**src/ibt_pkg.sv**
```systemverilog
// ibt_pkg: shared types, sizes and codes for the IPC binding table.
// No dependencies; used by every module of the block.
package ibt_pkg;

	localparam int TABLE_ENTRIES = 16;
	localparam int PROC_ID_BITS  = 8;
	localparam int PERM_W        = 32;
	localparam int CNT_W         = (TABLE_ENTRIES > 1) ? $clog2(TABLE_ENTRIES) : 1;

	localparam logic [PROC_ID_BITS-1:0] ID_EMPTY = {PROC_ID_BITS{1'b1}};

	localparam logic [2:0] REQ_CREATE  = 3'd0;
	localparam logic [2:0] REQ_GET     = 3'd1;
	localparam logic [2:0] REQ_UPDATE  = 3'd2;
	localparam logic [2:0] REQ_DESTROY = 3'd3;
	localparam logic [2:0] REQ_CLEANUP = 3'd4;

	localparam logic [1:0] STAT_OK        = 2'd0;
	localparam logic [1:0] STAT_FULL      = 2'd1;
	localparam logic [1:0] STAT_NOT_FOUND = 2'd2;

	typedef struct packed {
		logic [PROC_ID_BITS-1:0] sender;
		logic [PROC_ID_BITS-1:0] receiver;
		logic [PERM_W-1:0]       perms;
	} entry_t;

	localparam entry_t ENTRY_CLEAR = '{sender: ID_EMPTY, receiver: ID_EMPTY, perms: '0};

endpackage

```
**src/ibt_cell.sv**
```systemverilog
// ibt_cell: one table entry of the rotating ring.
// Depends on ibt_pkg (entry_t, reset value).
module ibt_cell
	import ibt_pkg::*;
(
	input  logic   clk,
	input  logic   arst_n,
	input  logic   shift,
	input  entry_t d,
	output entry_t q
);

	entry_t entry_q;

	always_ff @(posedge clk or negedge arst_n) begin
		if (!arst_n) begin
			entry_q <= ENTRY_CLEAR;
		end else if (shift) begin
			entry_q <= d;
		end
	end

	assign q = entry_q;

endmodule

```
**src/ibt_ctrl.sv**
```systemverilog
// ibt_ctrl: request sequencer; inspects the head cell each step and
// feeds the edited entry back to the tail. Holds the result register.
// Depends on ibt_pkg.
module ibt_ctrl
	import ibt_pkg::*;
(
	input  logic                    clk,
	input  logic                    arst_n,
	input  logic                    req_valid,
	output logic                    req_stall,
	input  logic [2:0]              req_type,
	input  logic [7:0]              sender_id,
	input  logic [7:0]              receiver_id,
	input  logic [PERM_W-1:0]       perm_in,
	input  logic [7:0]              requester_id,
	output logic                    rsp_valid,
	input  logic                    rsp_stall,
	output logic [1:0]              status,
	output logic [PERM_W-1:0]       perm_out,
	output logic                    notify_valid,
	output logic [7:0]              notify_target,
	output logic [7:0]              notify_about,
	output logic                    last,
	input  entry_t                  head,
	output entry_t                  tail,
	output logic                    shift
);

	localparam logic [1:0] S_IDLE = 2'd0;
	localparam logic [1:0] S_SCAN = 2'd1;
	localparam logic [1:0] S_DONE = 2'd2;

	logic [1:0]              state_q;
	logic [CNT_W-1:0]        cnt_q;
	logic [2:0]              op_q;
	logic [PROC_ID_BITS-1:0] snd_q, rcv_q, req_q, tgt_q;
	logic [PERM_W-1:0]       perm_q, rd_q;
	logic                    found_q;

	logic                    out_valid_q;
	logic [1:0]              status_q;
	logic [PERM_W-1:0]       perm_out_q;
	logic                    nv_q, last_q;
	logic [PROC_ID_BITS-1:0] ntgt_q, nabout_q;

	logic                    out_free, match, is_empty, step, emit, hit;
	logic [PROC_ID_BITS-1:0] tgt_sel;
	entry_t                  nxt;

	assign out_free = !out_valid_q || !rsp_stall;
	assign match    = (head.sender == snd_q) && (head.receiver == rcv_q);
	assign is_empty = (head.sender == ID_EMPTY) && (head.receiver == ID_EMPTY);
	assign tgt_sel  = (head.receiver == req_q) ? head.sender : head.receiver;

	always_comb begin
		nxt  = head;
		step = 1'b1;
		emit = 1'b0;
		hit  = 1'b0;
		case (op_q)
			REQ_CREATE: begin
				if (!found_q && is_empty) begin
					nxt = '{sender: snd_q, receiver: rcv_q, perms: perm_q};
					hit = 1'b1;
				end
			end
			REQ_GET: begin
				hit = !found_q && match;
			end
			REQ_UPDATE: begin
				if (!found_q && match) begin
					nxt.perms = perm_q;
					hit = 1'b1;
				end
			end
			REQ_DESTROY: begin
				if (!found_q && match) begin
					nxt = ENTRY_CLEAR;
					hit = 1'b1;
				end
			end
			REQ_CLEANUP: begin
				if (head.sender == req_q) begin
					emit = 1'b1;
					step = out_free;
					nxt  = ENTRY_CLEAR;
				end else if (head.receiver == req_q) begin
					nxt = ENTRY_CLEAR;
				end
			end
			default: begin
			end
		endcase
	end

	assign shift     = (state_q == S_SCAN) && step;
	assign tail      = nxt;
	assign req_stall = (state_q != S_IDLE);

	always_ff @(posedge clk or negedge arst_n) begin
		if (!arst_n) begin
			state_q     <= S_IDLE;
			cnt_q       <= '0;
			found_q     <= 1'b0;
			out_valid_q <= 1'b0;
		end else begin
			case (state_q)
				S_IDLE: begin
					if (req_valid) begin
						state_q <= S_SCAN;
						cnt_q   <= '0;
						found_q <= 1'b0;
					end
				end
				S_SCAN: begin
					if (step) begin
						if (hit) begin
							found_q <= 1'b1;
						end
						if (cnt_q == CNT_W'(TABLE_ENTRIES - 1)) begin
							state_q <= S_DONE;
						end else begin
							cnt_q <= cnt_q + 1'b1;
						end
					end
				end
				S_DONE: begin
					if (out_free) begin
						state_q <= S_IDLE;
					end
				end
				default: state_q <= S_IDLE;
			endcase

			if (((state_q == S_SCAN) && emit && out_free) ||
			    ((state_q == S_DONE) && out_free)) begin
				out_valid_q <= 1'b1;
			end else if (!rsp_stall) begin
				out_valid_q <= 1'b0;
			end
		end
	end

	// request operands and captured lookup data
	always_ff @(posedge clk) begin
		if ((state_q == S_IDLE) && req_valid) begin
			op_q   <= req_type;
			snd_q  <= sender_id[PROC_ID_BITS-1:0];
			rcv_q  <= receiver_id[PROC_ID_BITS-1:0];
			perm_q <= perm_in;
			req_q  <= requester_id[PROC_ID_BITS-1:0];
		end
		if ((state_q == S_SCAN) && hit) begin
			rd_q  <= head.perms;
			tgt_q <= tgt_sel;
		end
	end

	// result word
	always_ff @(posedge clk) begin
		if ((state_q == S_SCAN) && emit && out_free) begin
			status_q   <= STAT_OK;
			perm_out_q <= '0;
			nv_q       <= 1'b1;
			ntgt_q     <= tgt_sel;
			nabout_q   <= req_q;
			last_q     <= 1'b0;
		end else if ((state_q == S_DONE) && out_free) begin
			case (op_q)
				REQ_CREATE:                      status_q <= found_q ? STAT_OK : STAT_FULL;
				REQ_GET, REQ_UPDATE, REQ_DESTROY: status_q <= found_q ? STAT_OK : STAT_NOT_FOUND;
				REQ_CLEANUP:                     status_q <= STAT_OK;
				default:                         status_q <= STAT_NOT_FOUND;
			endcase
			perm_out_q <= ((op_q == REQ_GET) && found_q) ? rd_q : '0;
			nv_q       <= (op_q == REQ_DESTROY) && found_q;
			ntgt_q     <= ((op_q == REQ_DESTROY) && found_q) ? tgt_q : '0;
			nabout_q   <= ((op_q == REQ_DESTROY) && found_q) ? req_q : '0;
			last_q     <= 1'b1;
		end
	end

	assign rsp_valid     = out_valid_q;
	assign status        = status_q;
	assign perm_out      = perm_out_q;
	assign notify_valid  = nv_q;
	assign notify_target = ntgt_q;
	assign notify_about  = nabout_q;
	assign last          = last_q;

endmodule

```
**src/ipc_binding_table.sv**
```systemverilog
// ipc_binding_table: top level of the IPC binding table.
// Depends on ibt_pkg, ibt_cell and ibt_ctrl.
//
// The table is a ring of TABLE_ENTRIES cells that rotates by one entry per
// cycle while a request is served, unless the result port stalls a cleanup
// word; the sequencer edits the entry at the head and passes it to the tail,
// so after a full turn the table is back in order. Each request is accepted,
// served by a single turn of the ring, and ends with its last word. Cleanup
// words are issued during the scan; a stalled result port pauses the ring
// only while a cleanup word waits. Requests are stalled while one is in
// progress. After reset all entries are free.
module ipc_binding_table
	import ibt_pkg::*;
(
	input  logic              clk,
	input  logic              arst_n,
	input  logic              req_valid,
	output logic              req_stall,
	input  logic [2:0]        req_type,
	input  logic [7:0]        sender_id,
	input  logic [7:0]        receiver_id,
	input  logic [PERM_W-1:0] perm_in,
	input  logic [7:0]        requester_id,
	output logic              rsp_valid,
	input  logic              rsp_stall,
	output logic [1:0]        status,
	output logic [PERM_W-1:0] perm_out,
	output logic              notify_valid,
	output logic [7:0]        notify_target,
	output logic [7:0]        notify_about,
	output logic              last
);

	entry_t cell_q [TABLE_ENTRIES];
	entry_t tail;
	logic   shift;

	genvar g;
	generate
		for (g = 0; g < TABLE_ENTRIES; g++) begin : g_cell
			entry_t d;
			if (g == TABLE_ENTRIES - 1) begin : g_tail
				assign d = tail;
			end else begin : g_mid
				assign d = cell_q[g+1];
			end
			ibt_cell u_cell (
				.clk    (clk),
				.arst_n (arst_n),
				.shift  (shift),
				.d      (d),
				.q      (cell_q[g])
			);
		end
	endgenerate

	ibt_ctrl u_ctrl (
		.clk           (clk),
		.arst_n        (arst_n),
		.req_valid     (req_valid),
		.req_stall     (req_stall),
		.req_type      (req_type),
		.sender_id     (sender_id),
		.receiver_id   (receiver_id),
		.perm_in       (perm_in),
		.requester_id  (requester_id),
		.rsp_valid     (rsp_valid),
		.rsp_stall     (rsp_stall),
		.status        (status),
		.perm_out      (perm_out),
		.notify_valid  (notify_valid),
		.notify_target (notify_target),
		.notify_about  (notify_about),
		.last          (last),
		.head          (cell_q[0]),
		.tail          (tail),
		.shift         (shift)
	);

endmodule

```
**config.mk**
```make
export PLATFORM = sky130hd
export DESIGN_NAME = ipc_binding_table
export DESIGN_NICKNAME = d
export VERILOG_FILES = /design/src/ibt_pkg.sv /design/src/ibt_cell.sv /design/src/ibt_ctrl.sv /design/src/ipc_binding_table.sv
export SDC_FILE = /design/constraint.sdc
export NUM_CORES = 2
export LEC_CHECK = 0
export BUFFER_PORTS_ARGS = -buffer_cell sky130_fd_sc_hd__buf_2
export CORE_MARGIN = 2
export CORE_UTILIZATION = 50
export CTS_BUF_LIST = sky130_fd_sc_hd__clkbuf_8
export CTS_CLUSTER_SIZE = 16
export DETAILED_ROUTE_END_ITERATION = 8
export PLACE_DENSITY = 0.66
export REMOVE_ABC_BUFFERS = 1
export SYNTH_ARGS = -nofsm -noshare
export SYNTH_HDL_FRONTEND = slang
export SYNTH_SLANG_ARGS = --single-unit
```
**constraint.sdc**
```tcl
create_clock -name clk -period 4.4 [get_ports clk]
set_input_delay 0.88 -clock clk [delete_from_list [all_inputs] [get_ports clk]]
set_output_delay 0.88 -clock clk [all_outputs]
set_load 0.01 [all_outputs]
```
==> out/results.tsv <==
stage	metric	value	unit
timing	timing.hold.ws	0.0972	ns
grt	grt_pass1_wl	103000	µm
timing	slew_headroom	29.8	%
synthesis	synth_cell_types	52	
setup_path	crit_path_top_delay_cell	dfstp_2	
place	portBuffers	116	
synthesis	ys_async_sr_fraction	83.7	%
setup_path	cp_cell_sequence	inv_1 > a2111oi_1 > nand4_1 > or3_1 > a211oi_4 > buf_4	
clock_network	cts_tree	yes	
place	gp_congestion	0.850	
timing	finalMaxSlewViolations	0	
clock_network	cts_setup_buffers	0	
synthesis	yosys.area.top_type	dfrtp_1	
floorplanning	start_util	50.3	%
clock_network	cts_hold_buf	0	
timing	rsz0062_at_grt	no	
pwr	powerDensity	552	nW/µm²
synthesis	yosysWarningCount	0	
clock_network	clockBufferDepth	3	
drt	via_per_inst	5.19	
timing	max_freq	310	MHz
floorplanning	die_x	274	µm
clock_network	cts_buffers	153	
clock_network	worstSkewPairLatency	0.78	ns
timing	tightest_slew	1.04	ns
pwr	p_leak	20.1	nW
floorplanning	dieArea	75200	µm²
drt	ant_nets	0	
clock_network	ctsResizeCount	0	
cells_and_area	final_area	41400	µm²
cells_and_area	final-seq-area	23900	µm²
grt	grt_overflow	0	
pwr	peakVddDrop	0.410	mV
synthesis	synthFlopType	dfrtp_1	
setup_path	startpoint_type	register	
setup_path	critPathTopFamily	simple AND/OR/NAND/NOR gates	
setup_path	cp.arrival	3.61	ns
grt	grt_pass1_vias	18900	
cells_and_area	final_util	57.1	%
setup_path	worstSetupPathType	register to register	
setup_path	crit_fanout	41	
drt	wirelength	62100	µm
drt	drt_iter0_markers	1151	
drt	remaining_drc_errors	0	
timing	min_period_over_period	73.2	%
clock_network	cts.sink_count	927	
place	dp_hpwl	36800	µm
synthesis	seq_area_frac_synth	65.5	%
clock_network	cts_root_buf	clkbuf_8	
synthesis	synth_edf_count	115	
clock_network	clk_pin_slew	0.06	ns
synthesis	synth_top_area_share	35.7	%
synthesis	synthTopCellsByArea	dfrtp_1, dfstp_2, mux2_4	
timing	layout_setup_ws	1.18	ns
drt	avgRoutedWirePerCell	18.5	µm
timing	min_period	3.22	ns
setup_path	crit_buf_inv	2	
setup_path	cp_data_required_time	4.79	ns
grt	gr-usage-all-layers	17.1	%
drt	vias	17400	
synthesis	syn_avg_cell_area	17.7	µm²
synthesis	synth-seq-cells	927	
min_path	hold_path.class	input pin to async pin	
cells_and_area	multiInputGateArea	11800	µm²
setup_path	critPathCaptureType	register	
cells_and_area	post_route_cells_drive_above_1_share	57.7	%
synthesis	syn-cell-area	36500	µm²
grt	antenna_found_initial	1	
timing	setup_violations	0	
setup_path	slowest_delay	0.60	ns
drt	drt-pass1-iter-count	5	
place	place_area	38100	µm²
cells_and_area	fillers	5662	
grt	grt_max_degree	139	
pwr	power	22.9	mW
place	dp_cells	3075	
floorplanning	core_area	72600	µm²
clock_network	htree_levels	4	
cells_and_area	nets	2335	
place	post-place-ws	1.14	ns
floorplanning	die_h	274	µm
flow_run	drv_cap	0	
run_status	outcome	finished, final reports clean	
timing	skew	0.0356	ns
timing	setup_tns	0	ns
floorplanning	io_pins	117	
synthesis	synthCells	2057	
timing	final-hold-violation-count	0	
cells_and_area	area_growth_syn_to_layout	13.5	%
floorplanning	rows	99	
cells_and_area	finalNonFillerCells	3358	
## layer usage
layer	up-vias	global-route usage, %	share of wire, %
li1	7853	-	-
met1	9108	23.7	46
met2	342	26.4	48
met4	0	6.32	2.2
met5	-	0	0
met3	119	4.07	4.5
## registers in the layout (all words and copies together) (netlist names), 3 cells and up
name / count
g_cell.u_cell.q: 768
u_ctrl.perm_out: 32
u_ctrl.perm_q: 32
u_ctrl.rd_q: 32
u_ctrl.notify_about: 8
u_ctrl.notify_target: 8
u_ctrl.rcv_q: 8
u_ctrl.req_q: 8
u_ctrl.snd_q: 8
u_ctrl.tgt_q: 8
u_ctrl.cnt_q: 4
u_ctrl.op_q: 3
## final cells by class
class	instances	area share [%]
antenna	1	0.00604
clock buffer	203	6.75
clock inverter	79	1.24
inverter	12	0.109
multi-input combinational	1015	28.4
sequential	927	57.7
tap	959	2.90
timing repair buffer	162	2.83
## power by group
group	leakage (nW)	switching, mW	total (mW)	internal (mW)
Sequential	11.2	0.675	11.1	10.4
Combinational	7.05	1.81	3.96	2.15
Clock	1.90	3.41	7.85	4.44
Total	20.1	5.90	22.9	17.0
## cell families (layout without fill, tap and decap cells)
kind of cell    after synthesis  after routing  share of synthesized area [%]
flops                       927            927                           65.5
mux                         727            727                           26.5
compound gates              131            131                           2.88
simple gates                126            126                           1.99
buf+inv                     115            456                           2.31
xor+xnor                     30             30                          0.720
fa+ha+maj                     1              1                         0.0343
other cells                   0              1                              0
## worst paths after layout
| path | start | to | slack (ns) | cells past startpoint |
|---|---|---|---|---|
| setup / recovery | g_cell[0].u_cell.q[35]$_DFFE_PN1P_ | u_ctrl.rd_q[2]$_DFFE_PP_ | 1.18 | 6 |
| hold / removal | arst_n | g_cell[10].u_cell.q[16]$_DFFE_PN0P_ | 0.1 | 1 |
| setup reg to reg | g_cell[0].u_cell.q[35]$_DFFE_PN1P_ | u_ctrl.rd_q[2]$_DFFE_PP_ | 1.18 | 6 |
| hold reg to reg | u_ctrl.rd_q[7]$_DFFE_PP_ | u_ctrl.perm_out[7]$_SDFFE_PP0P_ | 0.44 | 1 |
| max in group asynchronous | arst_n | g_cell[4].u_cell.q[32]$_DFFE_PN1P_ | 3.08 | 2 |
| min in group clk | perm_in[18] | u_ctrl.perm_q[18]$_DFFE_PP_ | 0.27 | 1 |
## cells in the mapped netlist, types with 2 or more instances
| master | n |
|---|---|
| buf_6 | 48 |
| dfrtp_1 | 520 |
| buf_2 | 41 |
| nand2b_1 | 2 |
| nor4_4 | 2 |
| nand4_1 | 8 |
| nand3_1 | 5 |
| and4_1 | 2 |
| xor2_1 | 18 |
| xnor2_1 | 12 |
| nor3_1 | 6 |
| nor2b_1 | 36 |
| and2_1 | 9 |
| a22o_1 | 40 |
| mux2_4 | 400 |
| o21ai_0 | 18 |
| inv_1 | 12 |
| o22ai_1 | 4 |
| or3_1 | 2 |
| dfstp_2 | 256 |
| edfxtp_1 | 115 |
| a221o_1 | 32 |
| mux2_2 | 327 |
| dfxtp_1 | 36 |
| clkbuf_1 | 13 |
| nor4_1 | 4 |
| or4_1 | 2 |
| nand2_1 | 14 |
| nor2_1 | 28 |
| a21o_1 | 2 |
| o2bb2ai_1 | 2 |
| a21oi_1 | 20 |
| o21a_1 | 2 |
## layout by cell type (no fill, tap or decap), types with 32 or more instances in the layout
cell	Yosys	layout
a221o_1	32	32
dfstp_2	256	256
dfrtp_1	520	520
buf_2	41	115
inv_1	12	66
nor2b_1	36	36
clkbuf_8	0	203
a22o_1	40	40
edfxtp_1	115	115
mux2_4	400	400
dfxtp_1	36	36
mux2_2	327	327
## worst register-to-register path, stage by stage, from the launching register on
cell	delay, ns
dfstp_2	0.60
inv_1	0.07
a2111oi_1	0.40
nand4_1	0.37
or3_1	0.49
a211oi_4	0.23
buf_4	0.58
No activity file was read; power rests on OpenSTA's default activity.
